$ cat src/design/b64enc_pkg.sv
// ----------------------------------------------------------------------------
// b64enc_pkg
// Shared types, constants and the symbol-to-ASCII mapping of the base64
// stream encoder.
// ----------------------------------------------------------------------------
package b64enc_pkg;

    // depth of the queue between front and back
    localparam int QUEUE_DEPTH = 2;

    // characters per queued entry
    localparam int MAX_CHARS = 4;

    // ASCII codes used by the alphabet mapping
    localparam logic [6:0] PAD_CHAR   = 7'h3D;
    localparam logic [6:0] ASCII_UPPER = 7'h41;
    localparam logic [6:0] ASCII_LOWER = 7'h61;
    localparam logic [6:0] ASCII_DIGIT = 7'h30;
    localparam logic [6:0] ASCII_PLUS  = 7'h2B;
    localparam logic [6:0] ASCII_SLASH = 7'h2F;

    // position of the next byte in its three-byte group
    typedef enum logic [1:0] {
        PHASE_0 = 2'd0,
        PHASE_1 = 2'd1,
        PHASE_2 = 2'd2
    } phase_t;

    typedef logic [6:0] char_t;

    // one classified byte: up to four characters, index of the last one
    typedef struct packed {
        char_t [MAX_CHARS-1:0] chars;
        logic  [1:0]           last_idx;
        logic                  is_final;
    } entry_t;

    // front to queue
    typedef struct packed {
        logic   valid;
        entry_t entry;
    } q_push_t;

    // queue head toward the back
    typedef struct packed {
        logic   valid;
        entry_t entry;
    } q_head_t;

    // standard base64 alphabet
    function automatic char_t sym_to_ascii(input logic [5:0] sym);
        char_t code;
        case (sym) inside
            [6'd0:6'd25]:  code = ASCII_UPPER + 7'(sym);
            [6'd26:6'd51]: code = ASCII_LOWER + 7'(sym - 6'd26);
            [6'd52:6'd61]: code = ASCII_DIGIT + 7'(sym - 6'd52);
            6'd62:         code = ASCII_PLUS;
            default:       code = ASCII_SLASH;
        endcase
        return code;
    endfunction

endpackage

$ cat src/design/b64enc_byte_if.sv
// ----------------------------------------------------------------------------
// b64enc_byte_if
// Input byte channel: valid/ready handshake with one message byte and the
// end-of-message flag.
// ----------------------------------------------------------------------------
interface b64enc_byte_if;
    logic       valid;
    logic       ready;
    logic [7:0] data_byte;
    logic       final_byte;

    modport source (output valid, output data_byte, output final_byte, input ready);
    modport sink   (input valid, input data_byte, input final_byte, output ready);
endinterface

$ cat src/design/b64enc_char_if.sv
// ----------------------------------------------------------------------------
// b64enc_char_if
// Output character channel: valid/ready handshake with one ASCII character
// and the end-of-message flag.
// ----------------------------------------------------------------------------
interface b64enc_char_if;
    logic       valid;
    logic       ready;
    logic [6:0] char_code;
    logic       final_char;

    modport source (output valid, output char_code, output final_char, input ready);
    modport sink   (input valid, input char_code, input final_char, output ready);
endinterface

$ cat src/design/b64enc_front.sv
// ----------------------------------------------------------------------------
// b64enc_front
// Accepts bytes, tracks group phase and leftover bits, and turns each byte
// into one queue entry holding all characters that it produces.
// ----------------------------------------------------------------------------
module b64enc_front (
    input  logic                clk,
    input  logic                rst_n,
    b64enc_byte_if.sink         byte_stream,
    input  logic                q_not_full,
    output b64enc_pkg::q_push_t push
);
    import b64enc_pkg::*;

    phase_t     phase_reg, phase_next;
    logic [3:0] carry_reg, carry_next;
    logic       accept;
    logic [7:0] b;
    logic [5:0] sym0, sym1, flush_sym;
    entry_t     entry;

    assign byte_stream.ready = q_not_full;
    assign accept = byte_stream.valid && q_not_full;
    assign b = byte_stream.data_byte;

    // next phase and leftover bits
    always_comb
    begin
        phase_next = phase_reg;
        carry_next = carry_reg;
        if (accept)
        begin
            case (phase_reg)
                PHASE_1:
                begin
                    phase_next = PHASE_2;
                    carry_next = b[3:0];
                end
                PHASE_2:
                begin
                    phase_next = PHASE_0;
                    carry_next = 4'd0;
                end
                default:
                begin
                    phase_next = PHASE_1;
                    carry_next = {2'b00, b[1:0]};
                end
            endcase
            // end of message restarts the group
            if (byte_stream.final_byte)
            begin
                phase_next = PHASE_0;
                carry_next = 4'd0;
            end
        end
    end

    // characters of this byte
    always_comb
    begin
        case (phase_reg)
            PHASE_1:
            begin
                sym0      = {carry_reg[1:0], b[7:4]};
                flush_sym = {b[3:0], 2'b00};
            end
            PHASE_2:
            begin
                sym0      = {carry_reg, b[7:6]};
                flush_sym = {b[3:0], 2'b00};
            end
            default:
            begin
                sym0      = b[7:2];
                flush_sym = {b[1:0], 4'b0000};
            end
        endcase
        sym1 = (phase_reg == PHASE_2) ? b[5:0] : flush_sym;

        entry.chars[0]  = sym_to_ascii(sym0);
        entry.chars[1]  = sym_to_ascii(sym1);
        entry.chars[2]  = PAD_CHAR;
        entry.chars[3]  = PAD_CHAR;
        entry.is_final  = byte_stream.final_byte;
        if (byte_stream.final_byte)
        begin
            case (phase_reg)
                PHASE_1: entry.last_idx = 2'd2;
                PHASE_2: entry.last_idx = 2'd1;
                default: entry.last_idx = 2'd3;
            endcase
        end
        else
        begin
            entry.last_idx = (phase_reg == PHASE_2) ? 2'd1 : 2'd0;
        end
    end

    assign push.valid = accept;
    assign push.entry = entry;

    // state registers
    always_ff @(posedge clk or negedge rst_n)
    begin
        if (!rst_n)
        begin
            phase_reg <= PHASE_0;
            carry_reg <= 4'd0;
        end
        else
        begin
            phase_reg <= phase_next;
            carry_reg <= carry_next;
        end
    end

endmodule

$ cat src/design/b64enc_queue.sv
// ----------------------------------------------------------------------------
// b64enc_queue
// Short first-in first-out queue of classified entries between the front
// and the back.
// ----------------------------------------------------------------------------
module b64enc_queue #(
    parameter int DEPTH = b64enc_pkg::QUEUE_DEPTH
) (
    input  logic                clk,
    input  logic                rst_n,
    input  b64enc_pkg::q_push_t push,
    input  logic                pop,
    output logic                not_full,
    output b64enc_pkg::q_head_t head
);
    import b64enc_pkg::*;

    localparam int PTR_W = (DEPTH > 1) ? $clog2(DEPTH) : 1;
    localparam int CNT_W = $clog2(DEPTH + 1);
    localparam logic [PTR_W-1:0] LAST_PTR = PTR_W'(DEPTH - 1);
    localparam logic [CNT_W-1:0] FULL_CNT = CNT_W'(DEPTH);

    entry_t           mem [DEPTH];
    logic [PTR_W-1:0] wr_ptr_reg, wr_ptr_next;
    logic [PTR_W-1:0] rd_ptr_reg, rd_ptr_next;
    logic [CNT_W-1:0] count_reg, count_next;
    logic             do_pop;

    assign not_full   = (count_reg != FULL_CNT);
    assign head.valid = (count_reg != '0);
    assign head.entry = mem[rd_ptr_reg];
    assign do_pop     = pop && head.valid;

    // pointer and fill count update
    always_comb
    begin
        wr_ptr_next = wr_ptr_reg;
        rd_ptr_next = rd_ptr_reg;
        count_next  = count_reg;
        if (push.valid)
        begin
            wr_ptr_next = (wr_ptr_reg == LAST_PTR) ? '0 : wr_ptr_reg + 1'b1;
        end
        if (do_pop)
        begin
            rd_ptr_next = (rd_ptr_reg == LAST_PTR) ? '0 : rd_ptr_reg + 1'b1;
        end
        if (push.valid && !do_pop)
        begin
            count_next = count_reg + 1'b1;
        end
        else if (!push.valid && do_pop)
        begin
            count_next = count_reg - 1'b1;
        end
    end

    always_ff @(posedge clk or negedge rst_n)
    begin
        if (!rst_n)
        begin
            wr_ptr_reg <= '0;
            rd_ptr_reg <= '0;
            count_reg  <= '0;
        end
        else
        begin
            wr_ptr_reg <= wr_ptr_next;
            rd_ptr_reg <= rd_ptr_next;
            count_reg  <= count_next;
        end
    end

    // entry storage
    always_ff @(posedge clk)
    begin
        if (push.valid)
        begin
            mem[wr_ptr_reg] <= push.entry;
        end
    end

    // queue bookkeeping checks
    a_no_overflow: assert property (@(posedge clk) disable iff (!rst_n)
        push.valid |-> not_full || pop)
        else $error("push into full queue");

    a_count_bound: assert property (@(posedge clk) disable iff (!rst_n)
        count_reg <= FULL_CNT)
        else $error("queue count out of range");

endmodule

$ cat src/design/b64enc_back.sv
// ----------------------------------------------------------------------------
// b64enc_back
// Walks the characters of the queue head one per cycle into a registered
// output stage while that stage is empty or being taken, and pops the entry as its last character is loaded.
// ----------------------------------------------------------------------------
module b64enc_back (
    input  logic                clk,
    input  logic                rst_n,
    input  b64enc_pkg::q_head_t head,
    output logic                pop,
    b64enc_char_if.source       char_stream
);
    import b64enc_pkg::*;

    logic [1:0] idx_reg, idx_next;
    logic       out_valid_reg, out_valid_next;
    char_t      code_reg, code_next;
    logic       final_reg, final_next;
    logic       load;
    logic       at_last;

    assign load    = !out_valid_reg || char_stream.ready;
    assign at_last = (idx_reg == head.entry.last_idx);
    assign pop     = load && head.valid && at_last;

    // character index and output stage
    always_comb
    begin
        idx_next       = idx_reg;
        out_valid_next = out_valid_reg;
        code_next      = code_reg;
        final_next     = final_reg;
        if (load)
        begin
            out_valid_next = head.valid;
            if (head.valid)
            begin
                code_next  = head.entry.chars[idx_reg];
                final_next = head.entry.is_final && at_last;
                idx_next   = at_last ? 2'd0 : idx_reg + 2'd1;
            end
        end
    end

    always_ff @(posedge clk or negedge rst_n)
    begin
        if (!rst_n)
        begin
            idx_reg       <= 2'd0;
            out_valid_reg <= 1'b0;
        end
        else
        begin
            idx_reg       <= idx_next;
            out_valid_reg <= out_valid_next;
        end
    end

    // payload register
    always_ff @(posedge clk)
    begin
        code_reg  <= code_next;
        final_reg <= final_next;
    end

    assign char_stream.valid      = out_valid_reg;
    assign char_stream.char_code  = code_reg;
    assign char_stream.final_char = final_reg;

    // walk and pop consistency
    a_idx_in_entry: assert property (@(posedge clk) disable iff (!rst_n)
        head.valid |-> idx_reg <= head.entry.last_idx)
        else $error("character index beyond entry");

    a_pop_restarts: assert property (@(posedge clk) disable iff (!rst_n)
        pop |=> idx_reg == 2'd0)
        else $error("index not cleared after pop");

    a_idle_at_start: assert property (@(posedge clk) disable iff (!rst_n)
        !head.valid |-> idx_reg == 2'd0)
        else $error("index moved without queued entry");

endmodule

$ cat src/design/base64_stream_encoder.sv
// Path: an accepted byte is written into the entry queue, and its characters are
// then loaded into the output register one per cycle while the character port
// takes them; a byte yields one to four characters: one mid-stream, two for a
// byte that closes a group, and up to four for a final byte.
// The entry queue lets bytes be accepted while earlier characters still wait to drain.
// Reset: rst_n clears the group phase, leftover bits, queue and output valid at once.
// ----------------------------------------------------------------------------
// base64_stream_encoder
// Standard-alphabet base64 encoder for a byte stream with end-of-message
// flag; front classifier, entry queue and character emitter.
// ----------------------------------------------------------------------------
module base64_stream_encoder #(
    parameter int QUEUE_DEPTH = b64enc_pkg::QUEUE_DEPTH
) (
    input  logic          clk,
    input  logic          rst_n,
    b64enc_byte_if.sink   byte_stream,
    b64enc_char_if.source char_stream
);
    import b64enc_pkg::*;

    q_push_t push;
    q_head_t head;
    logic    q_not_full;
    logic    pop;

    // classify incoming bytes
    b64enc_front u_front (
        .clk         (clk),
        .rst_n       (rst_n),
        .byte_stream (byte_stream),
        .q_not_full  (q_not_full),
        .push        (push)
    );

    // entry queue
    b64enc_queue #(
        .DEPTH (QUEUE_DEPTH)
    ) u_queue (
        .clk      (clk),
        .rst_n    (rst_n),
        .push     (push),
        .pop      (pop),
        .not_full (q_not_full),
        .head     (head)
    );

    // emit characters
    b64enc_back u_back (
        .clk         (clk),
        .rst_n       (rst_n),
        .head        (head),
        .pop         (pop),
        .char_stream (char_stream)
    );

endmodule

$ cat src/flat_wrapper.sv
// flat-port wrapper written by rule: the top's interface ports become plain ports
module base64_stream_encoder_flat import b64enc_pkg::*;
#(
    parameter int QUEUE_DEPTH = b64enc_pkg::QUEUE_DEPTH
)
  (clk, rst_n, byte_stream_valid, byte_stream_data_byte, byte_stream_final_byte, byte_stream_ready, char_stream_valid, char_stream_char_code, char_stream_final_char, char_stream_ready);
  b64enc_byte_if byte_stream_i ();
  b64enc_char_if char_stream_i ();
  input  logic clk;
  input  logic rst_n;
  input wire logic [$bits(byte_stream_i.valid)-1:0] byte_stream_valid;
  input wire logic [$bits(byte_stream_i.data_byte)-1:0] byte_stream_data_byte;
  input wire logic [$bits(byte_stream_i.final_byte)-1:0] byte_stream_final_byte;
  output wire logic [$bits(byte_stream_i.ready)-1:0] byte_stream_ready;
  output wire logic [$bits(char_stream_i.valid)-1:0] char_stream_valid;
  output wire logic [$bits(char_stream_i.char_code)-1:0] char_stream_char_code;
  output wire logic [$bits(char_stream_i.final_char)-1:0] char_stream_final_char;
  input wire logic [$bits(char_stream_i.ready)-1:0] char_stream_ready;
  assign byte_stream_i.valid = byte_stream_valid;
  assign byte_stream_i.data_byte = byte_stream_data_byte;
  assign byte_stream_i.final_byte = byte_stream_final_byte;
  assign byte_stream_ready = byte_stream_i.ready;
  assign char_stream_valid = char_stream_i.valid;
  assign char_stream_char_code = char_stream_i.char_code;
  assign char_stream_final_char = char_stream_i.final_char;
  assign char_stream_i.ready = char_stream_ready;
  base64_stream_encoder #(.QUEUE_DEPTH(QUEUE_DEPTH)) u_core (.clk(clk), .rst_n(rst_n), .byte_stream(byte_stream_i), .char_stream(char_stream_i));
endmodule
$ cat config.mk
export PLATFORM = sky130hd
export DESIGN_NAME = base64_stream_encoder_flat
export DESIGN_NICKNAME = d
export VERILOG_FILES = /design/src/design/b64enc_pkg.sv /design/src/design/b64enc_byte_if.sv /design/src/design/b64enc_char_if.sv /design/src/design/b64enc_front.sv /design/src/design/b64enc_queue.sv /design/src/design/b64enc_back.sv /design/src/design/base64_stream_encoder.sv /design/src/flat_wrapper.sv
export SDC_FILE = /design/constraint.sdc
export NUM_CORES = 1
export LEC_CHECK = 0
export ABC_AREA = 1
export BUFFER_PORTS_ARGS = -buffer_cell sky130_fd_sc_hd__buf_2
export CORE_MARGIN = 3
export CORE_UTILIZATION = 46
export CTS_CLUSTER_SIZE = 12
export DETAILED_ROUTE_END_ITERATION = 16
export PLACE_DENSITY_LB_ADDON = 0.3
export SLEW_MARGIN = 20
export SYNTH_ARGS = -nofsm -noshare
export SYNTH_HDL_FRONTEND = slang
export SYNTH_SLANG_ARGS = --single-unit
$ cat constraint.sdc
create_clock -name clk -period 7.84 [get_ports clk]
set_clock_uncertainty 0.05 [all_clocks]
set_input_delay 1.176 -clock clk [delete_from_list [all_inputs] [get_ports clk]]
set_output_delay 1.176 -clock clk [all_outputs]
set_load 0.02 [all_outputs]
Word-level counts from Yosys, hierarchy flattened
Memory sizes are Yosys's and may differ from the RTL's.
Index checks and enable logic that the tools add are counted.
- register bits: 21
- memory bits (writable): 34
- bits of input ports: 13
- output and inout port bits: 10
- word-level logic and storage cells: 91
- memories: 1
- memory list (memory ; words ; bits a word ; read ports ; clocked after Yosys merged registers in ; write ports ; line ; source):
    u_core.u_queue.mem ; 2 ; 17 ; 1 ; 0 ; 1 ; b64enc_queue.sv:23 ; entry_t mem [DEPTH];
- $add $sub $neg: 15
- magnitude comparators: 13
- eq/ne operators: 6
- multiplexer cells: 27
- reductions and logical operators: 20
- operators by type and width (operator ; number):
    $mux 7 ; 7
    $le 6x6->1 const B ; 4
    $add 6x7->7 const A ; 2
    $add 7x6->7 const A ; 2
    $add 7x7->7 const A ; 2
    $bmux 7 s2 ; 1
    $sub 6x5->7 const B ; 2
    $sub 6x6->7 const B ; 2
    $logic_and 1x1->1 ; 13
    $eq 6x6->1 const B ; 2
    $ge 6x1->1 const B ; 2
    $ge 6x5->1 const B ; 2
    $ge 6x6->1 const B ; 2
    $le 6x5->1 const B ; 2
    $mux 6 ; 2
    $pmux 6 s2 ; 1
    $mux 2 ; 5
    $pmux 2 s2 ; 2
    $pmux 4 s2 ; 1
    $mux 3 ; 2
    $mux 1 ; 5
    $add 2x1->2 const B ; 2
    $mux 4 ; 1
    $reduce_bool 2->1 ; 2
    10 further kinds ; 13

Logic depth before layout (Yosys ltp)
- depth in word-level cells: 8
- mapped depth: 17
- depth with buffers taken out: 16

Hierarchy
From an unflattened synthesis, not the netlist that was laid out.
- cells, all modules: 557
- area total of the unflattened synthesis: 4893.4 µm²
- modules (own cells, without submodules) (module ; instances ; cells each ; area an instance (µm²) ; seq. area each (µm²)):
    b64enc_queue ; 1 ; 190 ; 2555.0 ; 1961.9
    b64enc_front ; 1 ; 291 ; 1696.6 ; 150.1
    b64enc_back ; 1 ; 76 ; 641.9 ; 315.3

Worst setup path after synthesis
OpenSTA, ideal clock, no wires.
- path type: input port to flip-flop
- start: in char_stream_ready
- end: reg u_core.u_queue.count_reg[1]
- setup time: 0.131 ns
- arrival time: 2.676 ns
- required time: 7.659 ns
- setup slack: 4.983 ns
- stages: 7
- path buffers: 0
- cell sequence: nor2_1 > a21oi_1 > nand2_1 > ha_1 > a21oi_1 > o21ai_0 > xor2_1
- longest elaborated chain between the ends: 7
- elaborated cells between the ends (all ways): 9
- classes of those cells: mux (1); reduce/logical (8)
- RTL lines (what ; line ; source):
    from (decl) ; flat_wrapper.sv:18 ; input wire logic [$bits(char_stream_i.ready)-1:0] char_stream_ready;
    $logic_or 1x1->1 (*) ; b64enc_back.sv:22 ; assign load = !out_valid_reg || char_stream.ready;
    $logic_and 1x1->1 (*) (2 in a row) ; b64enc_back.sv:24 ; assign pop = load && head.valid && at_last;
    $logic_and 1x1->1 (*) ; b64enc_queue.sv:32 ; assign do_pop = pop && head.valid;
    $logic_not 1->1 ; b64enc_queue.sv:48 ; if (push.valid && !do_pop)
    $logic_and 1x1->1 ; b64enc_queue.sv:48 ;
    $mux 2 or $reduce_bool 2->1 (tied branches) ; -- ;
    to (signal assigned) ; b64enc_queue.sv:70 ; count_reg <= count_next;
    to (decl) ; b64enc_queue.sv:26 ; logic [CNT_W-1:0] count_reg, count_next;
Every way passes the cells marked *; elsewhere a longest branch is shown, timed or not.
A chain may end at the register's enable or synchronous reset.

Worst setup path in the final report
- start: reg u_core.u_queue.rd_ptr_reg
- end: reg u_core.u_queue.count_reg[1]
- longest elaborated chain between the ends: 7
- elaborated cells between the ends (all ways): 9
- classes of those cells: eq/ne (1); mux (1); reduce/logical (6); memory (1)
- RTL lines (what ; line ; source):
    from (decl) ; b64enc_queue.sv:25 ; logic [PTR_W-1:0] rd_ptr_reg, rd_ptr_next;
    from (signal assigned) ; b64enc_queue.sv:69 ; rd_ptr_reg <= rd_ptr_next;
    $mem_v2 2x17 (*) ; -- ;
    $eq 2x2->1 (*) ; b64enc_back.sv:23 ; assign at_last = (idx_reg == head.entry.last_idx);
    $logic_and 1x1->1 (*) ; b64enc_back.sv:24 ;
    $logic_and 1x1->1 (*) ; b64enc_queue.sv:32 ;
    $logic_not 1->1 ; b64enc_queue.sv:48 ;
    $logic_and 1x1->1 ; b64enc_queue.sv:48 ;
    $mux 2 or $reduce_bool 2->1 (tied branches) ; -- ;
Marks and branches as above.

==> flow_metrics.py <==
metrics = {
    "pwr": {
        "p_int_w": 0.000867,
        "clkPwrFrac": 0.092,
        "switchingPower_w": 0.000777,
        "swShare": 0.473,
        "seqPwrFrac": 0.348,
        "p_leak_nw": 1.63,
        "irDropWorstVdd_mv": 0.180,
        "comb_power_share": 0.560,
        "p_per_area_nw_per_um2": 449,
    },
    "routing": {
        "dr.pass1.iters": 4,
        "drcViolationCount": 0,
        "dr_total_vias": 2625,
        "drt-initial-drc-count": 123,
        "wl_per_cell_um": 13.0,
        "drt_wl_total_mm": 6.73,
        "vias_per_cell": 5.06,
        "ant_nets": 0,
    },
    "critical_path": {
        "arrival_ns": 3.16,
        "r2r_slack_ns": 4.82,
        "end_kind": "register",
        "crit_fanout": 18,
        "critical_path_class": "reg -> reg",
        "required_ns": 7.98,
        "startpoint_type": "register",
    },
    "sta": {
        "slew-limit-headroom": 0.354,
        "grt_setup_unrepaired": "false",
        "hold_viol": 0,
        "worstMarginPinSlew_ns": 0.968,
        "setup_tns_ns": 0,
        "clock.fmax_mhz": 331,
        "min_period_over_period": 0.386,
        "setup_viol": 0,
        "slew_viol_final": 0,
        "fin_hold_ws_ns": 0.435,
        "min_period_ns": 3.02,
    },
    "synthesis": {
        "synthArstFlopShare": 0.236,
        "synth_edf_count": 42,
        "syn_inst": 399,
        "syn_area_per_cell_um2": 8.45,
        "synth_commonest_cells": "114 x nand2_1, 48 x nor2_1, 42 x edfxtp_1, 32 x inv_1, 31 x nand3_1",
        "synthesis.nets": 426,
        "yosys-mux-area-fraction": 0,
        "yosysSeqAreaShare": 0.471,
        "ys_types": 36,
        "yosys.area_share.simple": 0.292,
        "synth_compound_area_frac": 0.0842,
        "ys.flop_type": "edfxtp_1",
        "syn-cell-area_um2": 3370,
        "synth_top_family_by_area": "simple AND/OR/NAND/NOR gates",
        "synth.largest_area_cell": "edfxtp_1",
        "synth_top_area_share": 0.374,
        "ys_warn_count": 0,
        "yosysMostFrequentCell": "nand2_1",
        "synth_xor_xnor_area_share": 0.0390,
        "ys_ff_latch": 55,
        "synth_adder_area_share": 0.0519,
        "synthTopCellsByArea": "edfxtp_1 37%, nand2_1 13%, dfrtp_1 9.6%",
    },
    "floorplanning": {
        "pin_count": 23,
        "fp.dieH_um": 91.6,
        "fp.dieW_um": 91.6,
        "start_util": 0.486,
        "dieArea_um2": 8390,
        "rows": 30,
        "fp.coreArea_um2": 6940,
    },
    "cts": {
        "cts-root-buf": "clkbuf_8",
        "tritoncts": "yes",
        "clk_latency_ns": 0.30,
        "cts_buffer_depth": 2,
        "numCtsBuffers": 5,
        "cts.clk_slew.worst_paths_ns": 0.09,
        "cts_post_setup_buffers_inserted": 0,
        "htreeDepth": 2,
        "cts.sinks": 55,
        "cts_resized": 0,
        "postCtsHoldBufs": 0,
    },
    "global_routing": {
        "grt_pass1_wl_mm": 11.6,
        "grt_pass1_vias": 2514,
        "antenna_found_initial": 0,
        "grt_busiest_layer": "met2",
        "met1_usage": 0.242,
        "grtUsageMet3": 0.0254,
        "grt_max_degree": 19,
        "grt-ovfl-total": 0,
        "track_usage": 0.171,
        "use_met2": 0.272,
    },
    "cells_and_area": {
        "regArea_um2": 1590,
        "fillers": 627,
        "antenna_cells": 0,
        "nNetsFinal": 449,
        "area_growth_pct": 8.46,
        "layout-drive-gt1-share": 0.158,
        "multi_input_area_um2": 1580,
        "largest_reg_flops": 34,
    },
    "place": {
        "dpl.hpwl_mm": 5.14,
        "place.gp.congestion": 0.867,
        "port_buffers": 22,
    },
    "worst_hold_path": {
        "hold_path.class": "reg -> reg",
    },
    "run_status": {
        "outcome": "complete, no violations",
    },
    "job": {
        "drv_cap": 0,
    },
}
==> cells in the final DEF (no fill, tap or decap), types with 2 or more instances in the layout <==
cell      count
o311ai_0      6
nand2_4       2
dfrtp_1      13
xor2_1       14
o31ai_1       3
nor2_2        2
o21ai_2       2
clkinv_1      3
a21oi_1       5
o21ai_1       4
nand2_1     114
inv_2        10
nor2_1       47
nand4_1       4
nand2_2      11
nor2_4        5
edfxtp_1     42
inv_1        32
nand3_1      31
clkbuf_8      5
o21ai_0      16
buf_2        22
ha_1         14
nand3b_1      2
==> final timing paths <==
check                                             from                          end  cells after the start
setup / recovery             u_core.u_queue.rd_ptr_reg  u_core.u_queue.count_reg[1]                     10
hold / removal             u_core.u_queue.count_reg[0]  u_core.u_queue.count_reg[0]                      1
setup reg to reg             u_core.u_queue.rd_ptr_reg  u_core.u_queue.count_reg[1]                     10
hold reg to reg            u_core.u_queue.count_reg[0]  u_core.u_queue.count_reg[0]                      1
max in group asynchronous                        rst_n    u_core.u_queue.wr_ptr_reg                      1
min in group asynchronous                        rst_n     u_core.u_back.idx_reg[0]                      1
==> critical path, stage by stage, from the launching register on <==
cell and delay (ns):
dfrtp_1 0.75, clkinv_1 0.65, nand2_1 0.19, nand2_1 0.08, xor2_1 0.14, nor2_1 0.16
nand2_1 0.14, ha_1 0.38, a21oi_1 0.12, o21ai_0 0.11, xor2_1 0.15
==> metal layers <==
| metal | share of wire | up-vias |
|---|---|---|
| li1 | - | 1360 |
| met1 | 0.49 | 1200 |
| met2 | 0.46 | 56 |
| met3 | 0.041 | 9 |
| met4 | 0.010 | 0 |
| met5 | 0 | - |
==> area by class of cell <==
type                            count  area share
Timing Repair Buffer               23      0.0322
Tap cell                           96      0.0328
Multi-Input combinational cell    293       0.432
Clock inverter                      3     0.00547
Clock buffer                        5      0.0188
Inverter                           44      0.0452
Sequential cell                    55       0.434
==> metrics by stage <==
stage	util	setup WS [ns]	area (um2)	total power, W	std cells
after floorplan	-	4.98	3370	0.00129	399
after global placement	0.514	4.65	3570	0.00148	511
after detailed placement	0.514	4.56	3570	0.00150	511
after CTS	0.527	4.74	3660	0.00165	519
after global routing	0.527	4.53	3660	0.00180	519
final	0.527	4.82	3660	0.00164	519
==> cells by family after synthesis <==
| family | after synthesis |
|---|---|
| buf+inv | 51 |
| simple gates | 221 |
| fa+ha+maj | 14 |
| xor+xnor | 15 |
| flops | 55 |
| compound gates | 43 |
==> power by group through the flow <==
| stage | Combinational [W] | Sequential, W | Clock, W |
|---|---|---|---|
| 2_1_floorplan | 0.000707 | 0.000580 | 0 |
| 3_3_place_gp | 0.000899 | 0.000578 | 0 |
| 3_5_place_dp | 0.000917 | 0.000581 | 0 |
| 4_1_cts | 0.000921 | 0.000574 | 0.000155 |
| 5_1_grt | 0.00105 | 0.000584 | 0.000167 |
| 6_report | 0.000921 | 0.000572 | 0.000151 |
No activity file was read; power rests on OpenSTA's default activity.
